--- src/sv/xshl_pkg.sv ---
// Shared types and constants for the XML highlight lexer.
package xshl_pkg;

    localparam int QUEUE_DEPTH = 4;
    localparam int RS_SLOTS    = 3;

    typedef enum logic [3:0] {
        M_TEXT      = 4'd0,
        M_ELEM      = 4'd1,
        M_ATTR_NAME = 4'd2,
        M_ATTR_VAL  = 4'd3,
        M_SQUOTE    = 4'd4,
        M_DQUOTE    = 4'd5,
        M_COMMENT   = 4'd6,
        M_NUM_IN    = 4'd7,
        M_NUM_ZERO  = 4'd8,
        M_NUM_HEX   = 4'd9,
        M_NUM_FRAC  = 4'd10,
        M_NUM_SIGN  = 4'd11,
        M_NUM_EXP   = 4'd12
    } lex_mode_t;

    typedef enum logic [2:0] {
        ST_NONE     = 3'd0,
        ST_DEFINE   = 3'd1,
        ST_COMMENT  = 3'd2,
        ST_CONTROL  = 3'd3,
        ST_VARTYPE  = 3'd4,
        ST_CONST    = 3'd5,
        ST_NONASCII = 3'd6
    } style_t;

    // One lexed byte: restyles of earlier bytes, then the style of the byte itself.
    typedef struct packed {
        logic [1:0]                   rs_count;
        logic [RS_SLOTS-1:0][1:0]     rs_back;
        logic [RS_SLOTS-1:0][2:0]     rs_style;
        style_t                       cur_style;
    } pkt_t;

endpackage

--- src/sv/xshl_front.sv ---
// Front end: lexer state, per-byte classification into a result packet.
module xshl_front
    import xshl_pkg::*;
(
    input  logic       clk,
    input  logic       rst_n,
    input  logic       accept,
    input  logic [7:0] char_code,
    input  logic       line_start,
    input  logic       last_in_line,
    output pkt_t       pkt
);

    localparam logic [7:0] CH_LT    = 8'h3C;
    localparam logic [7:0] CH_BANG  = 8'h21;
    localparam logic [7:0] CH_SLASH = 8'h2F;
    localparam logic [7:0] CH_DASH  = 8'h2D;
    localparam logic [7:0] CH_GT    = 8'h3E;
    localparam logic [7:0] CH_QUES  = 8'h3F;
    localparam logic [7:0] CH_EQ    = 8'h3D;
    localparam logic [7:0] CH_X     = 8'h78;
    localparam logic [7:0] CH_DOT   = 8'h2E;
    localparam logic [7:0] CH_E_LO  = 8'h65;
    localparam logic [7:0] CH_E_UP  = 8'h45;
    localparam logic [7:0] CH_BSL   = 8'h5C;
    localparam logic [7:0] CH_SQ    = 8'h27;
    localparam logic [7:0] CH_DQ    = 8'h22;
    localparam logic [7:0] CH_SP    = 8'h20;
    localparam logic [7:0] CH_TAB   = 8'h09;
    localparam logic [7:0] CH_PLUS  = 8'h2B;
    localparam logic [7:0] CH_COLON = 8'h3A;
    localparam logic [7:0] CH_UNDER = 8'h5F;
    localparam logic [7:0] CH_ZERO  = 8'h30;
    localparam int         MAX_PASSES = 8;

    typedef struct packed {
        lex_mode_t                mode;
        logic                     name_seen;
        logic [1:0]               phase;
        logic                     esc;
        logic [1:0]               n;
        logic [RS_SLOTS-1:0][1:0] rb;
        logic [RS_SLOTS-1:0][2:0] rst;
        style_t                   cur;
        logic                     redo;
    } work_t;

    function automatic logic is_digit(input logic [7:0] c);
        return (c >= 8'h30) && (c <= 8'h39);
    endfunction

    function automatic logic is_alpha(input logic [7:0] c);
        return ((c >= 8'h61) && (c <= 8'h7A)) || ((c >= 8'h41) && (c <= 8'h5A));
    endfunction

    function automatic logic is_xdigit(input logic [7:0] c);
        return is_digit(c) || ((c >= 8'h61) && (c <= 8'h66)) || ((c >= 8'h41) && (c <= 8'h46));
    endfunction

    function automatic logic is_ident(input logic [7:0] c);
        return is_alpha(c) || is_digit(c) || (c == CH_UNDER);
    endfunction

    function automatic logic is_xml_ident(input logic [7:0] c);
        return is_ident(c) || (c == CH_DASH) || (c == CH_DOT) || (c == CH_COLON);
    endfunction

    function automatic logic is_blank(input logic [7:0] c);
        return (c == CH_SP) || (c == CH_TAB);
    endfunction

    function automatic work_t put_rs(input work_t wi, input logic [1:0] b, input style_t st);
        work_t w;
        w = wi;
        if (w.n < 2'd3)
        begin
            w.rb[w.n]  = b;
            w.rst[w.n] = st;
            w.n        = w.n + 2'd1;
        end
        return w;
    endfunction

    // One pass of the mode machine; sets redo when the byte is not consumed.
    function automatic work_t lex_pass(input work_t wi, input logic [7:0] c,
                                       input logic [7:0] c1, input logic [7:0] c2,
                                       input logic [7:0] c3, input logic lst);
        work_t     w;
        logic [7:0] qch;
        w      = wi;
        w.redo = 1'b0;
        qch    = (w.mode == M_SQUOTE) ? CH_SQ : CH_DQ;
        unique case (w.mode)
            M_ELEM:
            begin
                if (c == CH_GT)
                begin
                    w.cur  = ST_DEFINE;
                    w.mode = M_TEXT;
                end
                else if (c == CH_SLASH || c == CH_QUES)
                    w.cur = ST_DEFINE;
                else if (!w.name_seen)
                begin
                    if (is_xml_ident(c))
                    begin
                        w.name_seen = 1'b1;
                        w.cur       = ST_CONTROL;
                    end
                    else if (is_blank(c))
                        w.cur = ST_DEFINE;
                    else
                        w.cur = ST_NONASCII;
                end
                else
                begin
                    if (is_xml_ident(c))
                        w.cur = ST_CONTROL;
                    else if (is_blank(c))
                    begin
                        w.cur   = ST_CONTROL;
                        w.mode  = M_ATTR_NAME;
                        w.phase = 2'd0;
                    end
                    else
                        w.cur = ST_NONASCII;
                end
            end
            M_ATTR_NAME:
            begin
                if (c == CH_GT)
                begin
                    w.cur  = ST_DEFINE;
                    w.mode = M_TEXT;
                end
                else if (c == CH_SLASH || c == CH_QUES)
                    w.cur = ST_DEFINE;
                else if (w.phase == 2'd0)
                begin
                    if (is_xml_ident(c))
                    begin
                        w.phase = 2'd1;
                        w.cur   = ST_VARTYPE;
                    end
                    else if (is_blank(c))
                        w.cur = ST_CONTROL;
                    else
                        w.cur = ST_NONASCII;
                end
                else if (w.phase == 2'd1)
                begin
                    if (is_xml_ident(c))
                        w.cur = ST_VARTYPE;
                    else if (is_blank(c))
                    begin
                        w.phase = 2'd2;
                        w.cur   = ST_CONTROL;
                    end
                    else if (c == CH_EQ)
                    begin
                        w.phase = 2'd2;
                        w.cur   = ST_DEFINE;
                        w.mode  = M_ATTR_VAL;
                    end
                    else
                        w.cur = ST_NONASCII;
                end
                else
                begin
                    if (c == CH_EQ)
                    begin
                        w.cur  = ST_DEFINE;
                        w.mode = M_ATTR_VAL;
                    end
                    else if (is_blank(c))
                        w.cur = ST_VARTYPE;
                    else
                        w.cur = ST_NONASCII;
                end
            end
            M_ATTR_VAL:
            begin
                if (c == CH_GT)
                begin
                    w.cur  = ST_DEFINE;
                    w.mode = M_TEXT;
                end
                else if (c == CH_SLASH || c == CH_QUES)
                    w.cur = ST_DEFINE;
                else if (c == CH_SQ)
                begin
                    w.cur  = ST_CONST;
                    w.mode = M_SQUOTE;
                    w.esc  = 1'b0;
                end
                else if (c == CH_DQ)
                begin
                    w.cur  = ST_CONST;
                    w.mode = M_DQUOTE;
                    w.esc  = 1'b0;
                end
                else if (is_blank(c))
                    w.cur = ST_DEFINE;
                else
                    w.cur = ST_NONASCII;
            end
            M_SQUOTE, M_DQUOTE:
            begin
                w.cur = ST_CONST;
                if (c == qch && (c1 != CH_BSL || w.esc))
                begin
                    w.mode  = M_ATTR_NAME;
                    w.phase = 2'd0;
                end
                else if (c1 == CH_BSL && c == CH_BSL)
                    w.esc = ~w.esc;
                else
                    w.esc = 1'b0;
            end
            M_COMMENT:
            begin
                if (c2 == CH_DASH && c1 == CH_DASH && c == CH_GT)
                begin
                    w      = put_rs(w, 2'd2, ST_COMMENT);
                    w      = put_rs(w, 2'd1, ST_COMMENT);
                    w.mode = M_TEXT;
                end
                w.cur = ST_COMMENT;
            end
            M_NUM_ZERO:
            begin
                if (c == CH_X && !lst)
                begin
                    w.cur  = ST_CONST;
                    w.mode = M_NUM_HEX;
                end
                else
                begin
                    w.mode = M_NUM_IN;
                    w.redo = 1'b1;
                end
            end
            M_NUM_IN:
            begin
                if (c == CH_DOT)
                begin
                    w.cur  = ST_CONST;
                    w.mode = M_NUM_FRAC;
                end
                else if (c == CH_E_LO || c == CH_E_UP)
                begin
                    w.cur  = ST_CONST;
                    w.mode = M_NUM_SIGN;
                end
                else if (is_digit(c))
                    w.cur = ST_CONST;
                else
                begin
                    w.mode = M_TEXT;
                    w.redo = 1'b1;
                end
            end
            M_NUM_HEX:
            begin
                if (is_xdigit(c))
                    w.cur = ST_CONST;
                else
                begin
                    w.mode = M_TEXT;
                    w.redo = 1'b1;
                end
            end
            M_NUM_FRAC:
            begin
                if (is_digit(c))
                    w.cur = ST_CONST;
                else if (c == CH_E_LO || c == CH_E_UP)
                begin
                    w.cur  = ST_CONST;
                    w.mode = M_NUM_SIGN;
                end
                else
                begin
                    w.mode = M_TEXT;
                    w.redo = 1'b1;
                end
            end
            M_NUM_SIGN:
            begin
                w.mode = M_NUM_EXP;
                if (c == CH_PLUS || c == CH_DASH)
                    w.cur = ST_CONST;
                else
                    w.redo = 1'b1;
            end
            M_NUM_EXP:
            begin
                if (is_digit(c))
                    w.cur = ST_CONST;
                else
                begin
                    w.mode = M_TEXT;
                    w.redo = 1'b1;
                end
            end
            default:
            begin
                w.mode = M_TEXT;
                w.cur  = ST_NONE;
                if (c1 == CH_LT && c != CH_BANG && c != CH_SLASH)
                begin
                    w           = put_rs(w, 2'd1, ST_DEFINE);
                    w.mode      = M_ELEM;
                    w.name_seen = 1'b0;
                    w.redo      = 1'b1;
                end
                else if (c1 == CH_LT && c == CH_SLASH)
                begin
                    w           = put_rs(w, 2'd1, ST_DEFINE);
                    w.cur       = ST_DEFINE;
                    w.mode      = M_ELEM;
                    w.name_seen = 1'b0;
                end
                else if (c3 == CH_LT && c2 == CH_BANG && c1 == CH_DASH && c == CH_DASH)
                begin
                    w      = put_rs(w, 2'd3, ST_COMMENT);
                    w      = put_rs(w, 2'd2, ST_COMMENT);
                    w      = put_rs(w, 2'd1, ST_COMMENT);
                    w.cur  = ST_COMMENT;
                    w.mode = M_COMMENT;
                end
                else if (!is_ident(c1) && is_digit(c))
                begin
                    w.cur  = ST_CONST;
                    w.mode = (c == CH_ZERO) ? M_NUM_ZERO : M_NUM_IN;
                end
            end
        endcase
        return w;
    endfunction

    lex_mode_t  mode_reg, mode_next;
    logic       name_seen_reg, name_seen_next;
    logic [1:0] phase_reg, phase_next;
    logic       esc_reg, esc_next;
    logic [23:0] recent_reg, recent_next;

    logic [23:0] recent_eff;
    work_t       w_start;
    work_t       w_end;

    always_comb
    begin
        recent_eff        = line_start ? 24'd0 : recent_reg;
        w_start           = '0;
        w_start.mode      = mode_reg;
        w_start.name_seen = name_seen_reg;
        w_start.phase     = phase_reg;
        w_start.esc       = line_start ? 1'b0 : esc_reg;
        w_start.cur       = ST_NONE;
        w_start.redo      = 1'b1;
        // a new line ends any number scan
        if (line_start && (mode_reg >= M_NUM_IN) && (mode_reg <= M_NUM_EXP))
            w_start.mode = M_TEXT;
        w_end = w_start;
        for (int i = 0; i < MAX_PASSES; i++)
        begin
            if (w_end.redo)
                w_end = lex_pass(w_end, char_code, recent_eff[7:0], recent_eff[15:8],
                                 recent_eff[23:16], last_in_line);
        end
        mode_next      = w_end.mode;
        name_seen_next = w_end.name_seen;
        phase_next     = w_end.phase;
        esc_next       = w_end.esc;
        recent_next    = {recent_eff[15:0], char_code};

        pkt.rs_count  = w_end.n;
        pkt.rs_back   = w_end.rb;
        pkt.rs_style  = w_end.rst;
        pkt.cur_style = w_end.cur;
    end

    always_ff @(posedge clk or negedge rst_n)
    begin
        if (!rst_n)
        begin
            mode_reg      <= M_TEXT;
            name_seen_reg <= 1'b0;
            phase_reg     <= 2'd0;
            esc_reg       <= 1'b0;
            recent_reg    <= 24'd0;
        end
        else if (accept)
        begin
            mode_reg      <= mode_next;
            name_seen_reg <= name_seen_next;
            phase_reg     <= phase_next;
            esc_reg       <= esc_next;
            recent_reg    <= recent_next;
        end
    end

endmodule

--- src/sv/xshl_queue.sv ---
// Small packet FIFO between the lexer front end and the result serializer.
module xshl_queue
    import xshl_pkg::*;
#(
    parameter int DEPTH = QUEUE_DEPTH
)
(
    input  logic clk,
    input  logic rst_n,
    input  logic wr_en,
    input  pkt_t wr_data,
    input  logic rd_en,
    output pkt_t rd_data,
    output logic full,
    output logic empty
);

    localparam int PTR_W = (DEPTH > 1) ? $clog2(DEPTH) : 1;
    localparam int CNT_W = $clog2(DEPTH + 1);
    localparam logic [PTR_W-1:0] LAST_PTR = PTR_W'(DEPTH - 1);
    localparam logic [CNT_W-1:0] FULL_CNT = CNT_W'(DEPTH);

    pkt_t             slots_reg [DEPTH];
    logic [PTR_W-1:0] wr_ptr_reg, wr_ptr_next;
    logic [PTR_W-1:0] rd_ptr_reg, rd_ptr_next;
    logic [CNT_W-1:0] count_reg, count_next;
    logic             do_wr, do_rd;

    assign full    = (count_reg == FULL_CNT);
    assign empty   = (count_reg == '0);
    assign do_wr   = wr_en && !full;
    assign do_rd   = rd_en && !empty;
    assign rd_data = slots_reg[rd_ptr_reg];

    always_comb
    begin
        wr_ptr_next = wr_ptr_reg;
        rd_ptr_next = rd_ptr_reg;
        count_next  = count_reg;
        if (do_wr)
            wr_ptr_next = (wr_ptr_reg == LAST_PTR) ? '0 : wr_ptr_reg + 1'b1;
        if (do_rd)
            rd_ptr_next = (rd_ptr_reg == LAST_PTR) ? '0 : rd_ptr_reg + 1'b1;
        if (do_wr && !do_rd)
            count_next = count_reg + 1'b1;
        else if (do_rd && !do_wr)
            count_next = count_reg - 1'b1;
    end

    always_ff @(posedge clk or negedge rst_n)
    begin
        if (!rst_n)
        begin
            wr_ptr_reg <= '0;
            rd_ptr_reg <= '0;
            count_reg  <= '0;
        end
        else
        begin
            wr_ptr_reg <= wr_ptr_next;
            rd_ptr_reg <= rd_ptr_next;
            count_reg  <= count_next;
        end
    end

    always_ff @(posedge clk)
    begin
        if (do_wr)
            slots_reg[wr_ptr_reg] <= wr_data;
    end

endmodule

--- src/sv/xshl_back.sv ---
// Back end: serializes one packet into result beats, restyles first.
module xshl_back
    import xshl_pkg::*;
(
    input  logic       clk,
    input  logic       rst_n,
    input  pkt_t       q_data,
    input  logic       q_empty,
    output logic       q_pop,
    input  logic       pop,
    output logic       empty,
    output logic [1:0] back_offset,
    output logic [2:0] style_class,
    output logic       last_result
);

    pkt_t       pkt_reg;
    logic       valid_reg, valid_next;
    logic [1:0] idx_reg, idx_next;
    logic       is_last;
    logic       take;

    assign is_last = (idx_reg >= pkt_reg.rs_count);
    assign empty   = !valid_reg;
    // reload in the same cycle the final beat leaves, so packets run back to back
    assign take    = !valid_reg || (pop && is_last);
    assign q_pop   = take && !q_empty;

    always_comb
    begin
        if (is_last)
        begin
            back_offset = 2'd0;
            style_class = pkt_reg.cur_style;
            last_result = 1'b1;
        end
        else
        begin
            back_offset = pkt_reg.rs_back[idx_reg];
            style_class = pkt_reg.rs_style[idx_reg];
            last_result = 1'b0;
        end
    end

    always_comb
    begin
        valid_next = valid_reg;
        idx_next   = idx_reg;
        if (take)
        begin
            valid_next = !q_empty;
            idx_next   = 2'd0;
        end
        else if (pop)
            idx_next = idx_reg + 2'd1;
    end

    always_ff @(posedge clk or negedge rst_n)
    begin
        if (!rst_n)
        begin
            valid_reg <= 1'b0;
            idx_reg   <= 2'd0;
        end
        else
        begin
            valid_reg <= valid_next;
            idx_reg   <= idx_next;
        end
    end

    always_ff @(posedge clk)
    begin
        if (q_pop)
            pkt_reg <= q_data;
    end

endmodule

--- src/sv/xml_syntax_highlight_lexer_core.sv ---
// Top level of the XML syntax highlight lexer.
// The block takes one text byte per beat and gives 1 to 4 result beats for it:
// restyles of up to three earlier bytes (largest offset first), then the style
// of the byte itself with last_result set. The front end lexes a byte in the
// cycle it is pushed, so bytes are taken at one per cycle while the packet
// queue (QUEUE_DEPTH packets) has room; full rises only when it fills. The
// back end drains one result beat per cycle while pop is held, so a byte with
// k results holds it for k pops and the queue absorbs the rare multi-result
// bytes. A result reaches the output ports through the queue slot and then
// the back end packet register.
module xml_syntax_highlight_lexer_core
    import xshl_pkg::*;
#(
    parameter int QDEPTH = QUEUE_DEPTH
)
(
    input  logic       clk,
    input  logic       rst_n,
    input  logic       push,
    output logic       full,
    input  logic [7:0] char_code,
    input  logic       line_start,
    input  logic       last_in_line,
    input  logic       pop,
    output logic       empty,
    output logic [1:0] back_offset,
    output logic [2:0] style_class,
    output logic       last_result
);

    pkt_t front_pkt;
    pkt_t q_data;
    logic q_empty;
    logic q_pop;
    logic accept;

    assign accept = push && !full;

    xshl_front u_front (
        .clk          (clk),
        .rst_n        (rst_n),
        .accept       (accept),
        .char_code    (char_code),
        .line_start   (line_start),
        .last_in_line (last_in_line),
        .pkt          (front_pkt)
    );

    xshl_queue #(
        .DEPTH (QDEPTH)
    ) u_queue (
        .clk     (clk),
        .rst_n   (rst_n),
        .wr_en   (accept),
        .wr_data (front_pkt),
        .rd_en   (q_pop),
        .rd_data (q_data),
        .full    (full),
        .empty   (q_empty)
    );

    xshl_back u_back (
        .clk         (clk),
        .rst_n       (rst_n),
        .q_data      (q_data),
        .q_empty     (q_empty),
        .q_pop       (q_pop),
        .pop         (pop),
        .empty       (empty),
        .back_offset (back_offset),
        .style_class (style_class),
        .last_result (last_result)
    );

endmodule

--- config.mk ---
export PLATFORM = sky130hd
export DESIGN_NAME = xml_syntax_highlight_lexer_core
export DESIGN_NICKNAME = d
export VERILOG_FILES = /design/src/sv/xshl_pkg.sv /design/src/sv/xshl_front.sv /design/src/sv/xshl_queue.sv /design/src/sv/xshl_back.sv /design/src/sv/xml_syntax_highlight_lexer_core.sv
export SDC_FILE = /design/constraint.sdc
export NUM_CORES = 1
export LEC_CHECK = 0
export BUFFER_PORTS_ARGS = -buffer_cell sky130_fd_sc_hd__buf_2
export CORE_UTILIZATION = 50
export CTS_CLUSTER_DIAMETER = 150
export DETAILED_ROUTE_END_ITERATION = 16
export GPL_TIMING_DRIVEN = 0
export PLACE_DENSITY = 0.66
export SETUP_SLACK_MARGIN = 0.15
export SLEW_MARGIN = 20
export SYNTH_ARGS = -nofsm -noshare
export SYNTH_HDL_FRONTEND = slang
export SYNTH_SLANG_ARGS = --single-unit
export TNS_END_PERCENT = 50
--- constraint.sdc ---
create_clock -name clk -period 4.39 [get_ports clk]
set_input_delay 0.2195 -clock clk [delete_from_list [all_inputs] [get_ports clk]]
set_output_delay 0.2195 -clock clk [all_outputs]
set_load 0.02 [all_outputs]
==> metrics.md, run 1 <==
| Metric | Value |
|---|---|
| Outcome | finished, final reports clean |
| Ys Warns | 0 |
| Post-Syn Instances | 768 |
| Final count of pins violating max slew | 0 |
| DR pass1 iterations | 5 |
| Post-layout min period | 4170 ps |
| Mean number of vias per cell | 6.39 |
| Worst IR drop on VDD | 0.617 mV |
| Number of rows created at floorplan | 45 |
| Actual slew at the worst max-slew pin | 980 ps |
| Critical path start-end classification | reg2reg |
| IO buf count | 17 |
| DRC violations left | 0 |
| Number of clock sinks | 127 |
| Metal1 wirelength | a little under 10,000 µm |
| HPWL after detailed placement | 16,800 µm |
| Share of the core filled with cells in the final layout | 63.3% |
| Fillers | 1,255 |
| Startpoint of the worst register-to-register path | u_front.recent_reg[7] |
| Ant diodes | 0 |
| Register area share after synthesis | 45.7% |
| Arrival time reported for the critical path endpoint | 4310 ps |
| Switching power | 3400 µW |
| Final hold violation count | 0 |
| Vertical die dimension | roughly 130 µm |
| DP Cell Count | ~1,000 |
| Final Instance Count excl. Fillers | 1,072 |
| Buffer depth of the longest clock path | 2 |
| Sw frac | 42.7% |
| Starting utilization of the core area | 51.5% |
| Remaining antenna violation count | 0 |
| Slew Limit Headroom | 34.7% |
| Drt first-iter violations | 644 |
| Wire per inst | 21.7 µm |
| Final count of negative-setup-slack endpoints | 0 |
| GRT Util Overall | 29.7% |
| Vias in the first global route | 6,533 |
| Crit Path Max Fanout | 7 |
| Largest register FFs | 68 |
| CTS Root Buffer Type | clkbuf_16 |
| Vias | 6,852 |
| Hold Path Class | in2reg |
| Maximum number of pins on one net before global-route repair | 43 |
| Wire length on met3 | 1210 µm |
| Clock tree from TritonCTS | done |
| Highest clock frequency the design can meet | between 0.2 and 0.25 GHz |
| Number of nets produced by synthesis | 797 |
| Top layer used by detailed routing | met4 |
| Number of distinct library cells after synthesis | 99 |
| Placeable core region | 15,300 µm² |
| Post-synthesis area per instance | 10.3 µm² |
| Gate power share | between 50% and 60% |
| Instance area at placement | just over 8000 µm² |
| Sort of element at the end of the critical path | flop |
| Final weighted congestion in routability-driven placement | 0.945 |
| Data required time at the worst endpoint | approximately 4500 ps |
| Number of top-level pins | 22 |
| Later-pin clock latency in the skew report | 410 ps |
| Area occupied by multi-input gates | between 4000 and 5000 µm² |
| Relative contribution of sequential cells to total power | 25.2% |
| TritonCTS Buffers | 17 |
| Global-route wire length before repair | around 36,000 µm |
| Share of async-settable or async-resettable flops after synthesis | 33.1% |
| Post-Syn Area | 7890 µm² |
| Global route total overflow | 0 |
| Final non-filler cell area | 9690 µm² |
| Antenna violations before repair | 0 |
| Number of violations of the max-capacitance limit | 0 |
| Primary flip-flop cell chosen by synthesis mapping | edfxtp_1 |
| DIE WIDTH | ~130 µm |
| Final setup margin | ~220 ps |
| Clk network pwr share | between 15 and 20% |
| Footprint of the flip-flops and latches | 3610 µm² |
| Startpoint types | flop |
| Part of the cycle the worst path needs | 95.0% |
| Die area | 16,300 µm² |
| Total length of routed wires | 23,300 µm |
| Leakage component of the power | around 0.0037 µW |
| Setup repair after global routing missed its margin | no |
| Total of flip-flops plus latches after synthesis | 127 |
| Cell internal pwr | ~4600 µW |
| Clk slew on worst S/H paths | 60 ps |
| Power density over cell area | just over 800 nW/µm² |
| Crit path launch | u_front.recent_reg[7] |
| # H-tree levels | 4 |
| Fraction of layout cells with a size suffix above 1 | 28.1% |
| Number of enable-type register cells in the synthesized netlist | 85 |
| Wire length on met2 | 11,500 µm |
| Min-Delay Startpoint | char_code[7] |
| Max Clock Skew | 9.28 ps |
| Total Nets Final | 877 |
| Minimum setup slack after placement | -824 ps |
| Signed area change from the synthesized netlist to the final layout | 22.8% |
## worst max-delay path: stages, from the launching register on
cell and delay (ps):
dfrtp_1 460, nor4b_4 340, nand4_1 130, buf_4 180
or4_4 570, o21ai_4 130, o22a_2 280, nand2_1 170
o31ai_4 450, o311ai_2 140, a21o_1 210, a31o_1 210
a211o_1 290, a211o_1 310
## synth_stat cells, types with 4 or more instances
cell type  number  share of area (%)
a2111oi_0       4               0.44
nand2_1       118                5.6
clkbuf_1       22                1.0
nor2b_1         6               0.48
and2_1          9               0.71
dfrtp_1        42                 13
a21oi_1        31                2.0
and3_1          7               0.56
buf_2          17                1.1
a21o_1          7               0.67
a22oi_1         4               0.38
mux4_2         17                4.9
or3_1           6               0.48
mux2_2          8                1.1
and4_1          4               0.44
o41ai_1         4               0.44
o21a_1          8               0.76
nor2_1         61                2.9
edfxtp_1       85                 32
a211o_1         6               0.67
o22ai_1         5               0.40
nand2b_1       15                1.2
or2_2           6               0.48
ha_1           14                2.2
nand3b_1       19                1.8
inv_1          15               0.71
o21ai_0        24                1.5
nor3_1         20                1.3
or2_1           6               0.48
nor4b_1         4               0.44
o31ai_1         8               0.76
nand3_1        11               0.70
mux2i_1         7               0.89
a211oi_1        5               0.48
nand4_1        14                1.1
nor3b_1         6               0.57
a31oi_1        10               0.79
o211ai_1       11                1.0
o21ai_1         4               0.25
## stage by stage
| step | total power [µW] | TNS, ps | hold WS [ps] |
|---|---|---|---|
| after global routing | 8400 | 0 | 64.5 |
| final | 7970 | 0 | 52.6 |
| after floorplan | 4480 | 0 | -76.1 |
| after detailed placement | 5490 | -21370 | 432 |
| after CTS | 7320 | 0 | 48.5 |
| after global placement | 5400 | -20580 | 414 |
## layer usage
metal	vias up	track usage, %
met3	59	4.77
met1	3384	38.0
met5	-	0
met2	309	50.2
li1	3100	-
met4	0	12.5
## cell type report
type / instances / area share [%]
Buffer: 47 / 2.69
Clock inverter: 15 / 1.91
Multi-Input combinational cell: 577 / 45.8
Clock buffer: 17 / 4.39
Timing Repair Buffer: 62 / 4.60
Tap cell: 211 / 2.72
Sequential cell: 127 / 37.2
Inverter: 16 / 0.620
## power groups by stage
stage	Combinational (µW)	Clock, µW	Sequential (µW)
2_1_floorplan	2530	0	1940
3_3_place_gp	3410	0	2000
3_5_place_dp	3470	0	2020
4_1_cts	3860	1460	2000
5_1_grt	4830	1510	2050
6_report	4520	1440	2010
## cell usage in the layout (no fill, tap or decap), types with 7 or more instances in the layout
| cell type | Yosys | layout |
|---|---|---|
| clkbuf_16 | 0 | 17 |
| o211ai_1 | 11 | 11 |
| nand3b_1 | 19 | 19 |
| buf_2 | 17 | 34 |
| nand2_1 | 118 | 118 |
| and3_1 | 7 | 7 |
| edfxtp_1 | 85 | 85 |
| a21o_1 | 7 | 7 |
| nand2b_1 | 15 | 13 |
| clkbuf_1 | 22 | 15 |
| ha_1 | 14 | 14 |
| a31oi_1 | 10 | 7 |
| a21oi_1 | 31 | 25 |
| nand3_1 | 11 | 9 |
| buf_4 | 3 | 45 |
| mux4_2 | 17 | 17 |
| and2_1 | 9 | 9 |
| mux2_2 | 8 | 8 |
| nor3_1 | 20 | 14 |
| o21ai_0 | 24 | 21 |
| dfrtp_1 | 42 | 39 |
| nand4_1 | 14 | 14 |
| inv_1 | 15 | 15 |
| nor2_1 | 61 | 55 |
| o21a_1 | 8 | 8 |
## cell families after synthesis
logic type                 Yosys count  synth area share, %
AOI/OAI and AO/OA                  184                 17.4
xor gates and xnor gates             4                0.444
adders and majority gates           15                 2.47
buffers and inverters               64                 3.74
DFF                                127                 45.7
muxes                               32                 6.88
and+or+nand+nor                    342                 23.3
## final timing paths
check,end,slack (ps),cells past startpoint
max,u_queue.slots_reg[2][1],220,13
min,u_front.recent_reg[7],50,3
max reg2reg,u_queue.slots_reg[2][1],220,13
min reg2reg,u_front.recent_reg[22],460,2
max in group asynchronous,u_front.mode_reg[1],3200,2
min in group asynchronous,u_queue.count_reg[1],510,2
## repair_timing
| action | CTS | global route |
|---|---|---|
| endpoints found under the setup margin | 48 | 48 |
| setup buffers | 16 | 27 |
| gates resized for setup | 38 | 72 |
| hold endpoints to repair | 3 | 0 |
| hold buffers | 1 | 0 |
| pin swaps | 9 | 28 |
Note: power is estimated with default switching activity, not from simulation.
==> run 2: changes to the inputs <==
- CTS_BUF_LIST: default -> sky130_fd_sc_hd__clkbuf_16
- GPL_ROUTABILITY_DRIVEN: default -> 0
==> run 2 against run 1 <==
Via count is 0.72% higher. Sequential share of layout area is 0.14 points higher. Wire length is 3.0% lower. Register-to-register slack lost 40 ps. Non-clock buffer count increased by 3. Sequential cell count unchanged. Power down 1.4%. Critical path depth is 1 lower. First-iteration DRC count grew 10%. Count of clock-buffer cells in the layout stayed put. Sequential power barely moved. Fmax fell by 1.0%. Critical endpoint is now u_queue.slots_reg[3][1].
==> metrics.md, run 2 (same netlist as run 1, synthesis figures left out) <==
| Metric | Value |
|---|---|
| Outcome | finished, final reports clean |
| Max Clock Skew | 10.1 ps (+0.853 ps) |
| Power density over cell area | 814 nW/µm² (-1.0%) |
| Critical path start-end classification | reg2reg |
| Clock tree from TritonCTS | done |
| Slew Limit Headroom | 32.4% (-2.2 points) |
| Part of the cycle the worst path needs | 96.0% (+1.0 points) |
| Remaining antenna violation count | 0 (unchanged) |
| Later-pin clock latency in the skew report | 420 ps (about the same) |
| Wire per inst | 21.0 µm (-3.3%) |
| Crit Path Max Fanout | 8 (+1) |
| Largest register FFs | 68 (unchanged) |
| Fillers | 1,250 (-0.40%) |
| Arrival time reported for the critical path endpoint | 4360 ps (+50 ps) |
| Total Power Consumption | 7860 µW (-1.4%) |
| Buffer depth of the longest clock path | 2 (unchanged) |
| Grt met3 use | 5.57% (+0.80 points) |
| Cell class contributing the biggest share of worst-path delay | simple AND/OR/NAND/NOR gates |
| Vertical die dimension | 128 µm (unchanged) |
| Number of top-level pins | 22 (unchanged) |
| Vias in the first global route | 6,580 (+0.72%) |
| Number of violations of the max-capacitance limit | 0 (unchanged) |
| Die area | 16,300 µm² (unchanged) |
| Met2 usage in global routing | 44.9% (-5.3 points) |
| HPWL after detailed placement | 15,200 µm (-9.4%) |
| Total Nets Final | 880 (+0.34%) |
| Number of clock sinks | 127 (unchanged) |
| # H-tree levels | 4 (unchanged) |
| Global-route wire length before repair | 34,500 µm (-4.5%) |
| DRC violations left | 0 (unchanged) |
| Signed area change from the synthesized netlist to the final layout | 22.3% |
| Fraction of layout cells with a size suffix above 1 | 27.0% (-1.1 points) |
| Clk slew on worst S/H paths | 60 ps (about the same) |
| Final count of pins violating max slew | 0 (unchanged) |
| GRT Util Overall | 27.9% (-1.8 points) |
| Mean number of vias per cell | 6.42 (+0.43%) |
| Ant diodes | 0 (unchanged) |
| TritonCTS Buffers | 17 (unchanged) |
| Post-layout min period | 4220 ps (+44.1 ps) |
| Commonest non-fill, non-tap cell in the layout | nand2_1 |
| Starting utilization of the core area | 51.5% (unchanged) |
| DR pass1 iterations | 5 (unchanged) |
| Master of the slowest instance on the critical path | or4_4 |
| Most utilized layer in the global route result | met2 |
| Startpoint types | flop |
| Sum of buffers and inverters on the critical path | 0 (-1) |
| Placeable core region | 15,300 µm² (unchanged) |
| Worst IR drop on VDD | 0.727 mV (+18%) |
| Highest clock frequency the design can meet | 0.237 GHz (-1.0%) |
| Share of the core filled with cells in the final layout | 63.0% (-0.28 points) |
| Sort of element at the end of the critical path | flop |
| Antenna violations before repair | 0 (unchanged) |
| CTS Root Buffer Type | clkbuf_16 |
| Number of rows created at floorplan | 45 (unchanged) |
| Vias | 6,901 (+0.72%) |
| Data required time at the worst endpoint | 4540 ps (about the same) |
| Commonest non-fill, non-tap cells in the layout | nand2_1 (118), edfxtp_1 (85), nor2_1 (56), buf_4 (50), dfrtp_1 (41) |
| Leakage component of the power | 0.00365 µW (-0.15%) |
| Final hold violation count | 0 (unchanged) |
| IO buf count | 17 (unchanged) |
| Final count of negative-setup-slack endpoints | 0 (unchanged) |
| Cell with the most instances on the worst path | a211o_1 |
| Actual slew at the worst max-slew pin | 1010 ps (+33.5 ps) |
| DIE WIDTH | 128 µm (unchanged) |
| Maximum number of pins on one net before global-route repair | 43 (unchanged) |
| Setup repair after global routing missed its margin | yes |
| Footprint of the flip-flops and latches | 3600 µm² (about the same) |
| Hold Path Class | in2reg |
| Global routing met1 resource utilization | 35.9% (-2.1 points) |
| Critical path's largest stage delay | 620 ps (+50 ps) |
| Crit path cell chain | nor4b_4 -> nand4_1 -> or4_4 -> o21ai_4 -> nor2_4 -> or3_4 -> o31ai_4 -> o311ai_2 -> a21o_1 -> a31o_1 -> a211o_1 -> a211o_1 |
| Global route total overflow | 0 (unchanged) |
| Total length of routed wires | 22,600 µm (-3.0%) |
| Drt first-iter violations | 709 (+10%) |
| Area occupied by multi-input gates | 4350 µm² (-2.0%) |
[run 2: cell types whose count changed in the layout (fill, tap and decap cells not counted), moves of 3 or more]
| cell | before | now |
|---|---|---|
| buf_4 | 45 | 50 |
| buf_2 | 34 | 31 |
| nor3_2 | 6 | 2 |
| nor3_1 | 14 | 18 |
[run 2: cell type report]
cell class	count	area share, %
Inverter	16	0.623
Clock inverter	15	2.26
Buffer	47	2.72
Multi-Input combinational cell	577	45.1
Sequential cell	127	37.4
Timing Repair Buffer	65	4.75
Clock buffer	17	4.41
Tap cell	211	2.74
[run 2: worst paths after layout]
path                                        start                       to  slack [ps]  cells past startpoint
hold reg to reg            u_front.recent_reg[21]   u_front.recent_reg[21]         470                      2
setup reg to reg            u_front.recent_reg[7]  u_queue.slots_reg[3][1]         170                     12
setup / recovery            u_front.recent_reg[7]  u_queue.slots_reg[3][1]         170                     12
max in group asynchronous                   rst_n    u_front.recent_reg[4]        3650                      2
hold / removal                       char_code[7]    u_front.recent_reg[7]          40                      3
min in group asynchronous                   rst_n     u_queue.count_reg[2]         330                      2
[run 2: metal layers]
layer	up-vias	routed length (µm)	share of wire (%)
met5	-	0	0
met4	0	959	4.3
met3	91	1690	7.5
met2	389	10900	48
met1	3331	9060	40
li1	3090	-	-
[run 2: worst reg2reg max path, cell delays in order (launching register included)]
cell and delay, ps:
dfrtp_1 470, nor4b_4 360, nand4_1 220, or4_4 620, o21ai_4 200, nor2_4 150
or3_4 440, o31ai_4 370, o311ai_2 150, a21o_1 200, a31o_1 210, a211o_1 250
a211o_1 300
[run 2: what timing repair did]
action / in CTS / in global routing
resized for setup: 28 / 64
cloned: 0 / 0
pin swaps: 9 / 24
setup buffers: 15 / 31
setup endpoints to repair: 48 / 48
hold buffers: 1 / 0
endpoints found under the hold margin: 9 / 0
[run 2: per-stage QoR]
stage               std cells  setup slack [ps]  instance area (µm²)  hold slack, ps  TNS, ps
detailed placement        997              -601                 8250             435   -14930
global route             1075              53.7                 9650            76.7        0
global placement          996              -382                 8240             413    -9660
CTS                      1045               151                 9150            39.2        0
floorplan                 768               549                 7890           -76.1        0
finish                   1075               174                 9650            44.6        0
[run 2: where the power goes]
group / switching (µW) / internal (µW)
Sequential: 216 / 1800
Clock: 516 / 1000
Combinational: 2560 / 1760
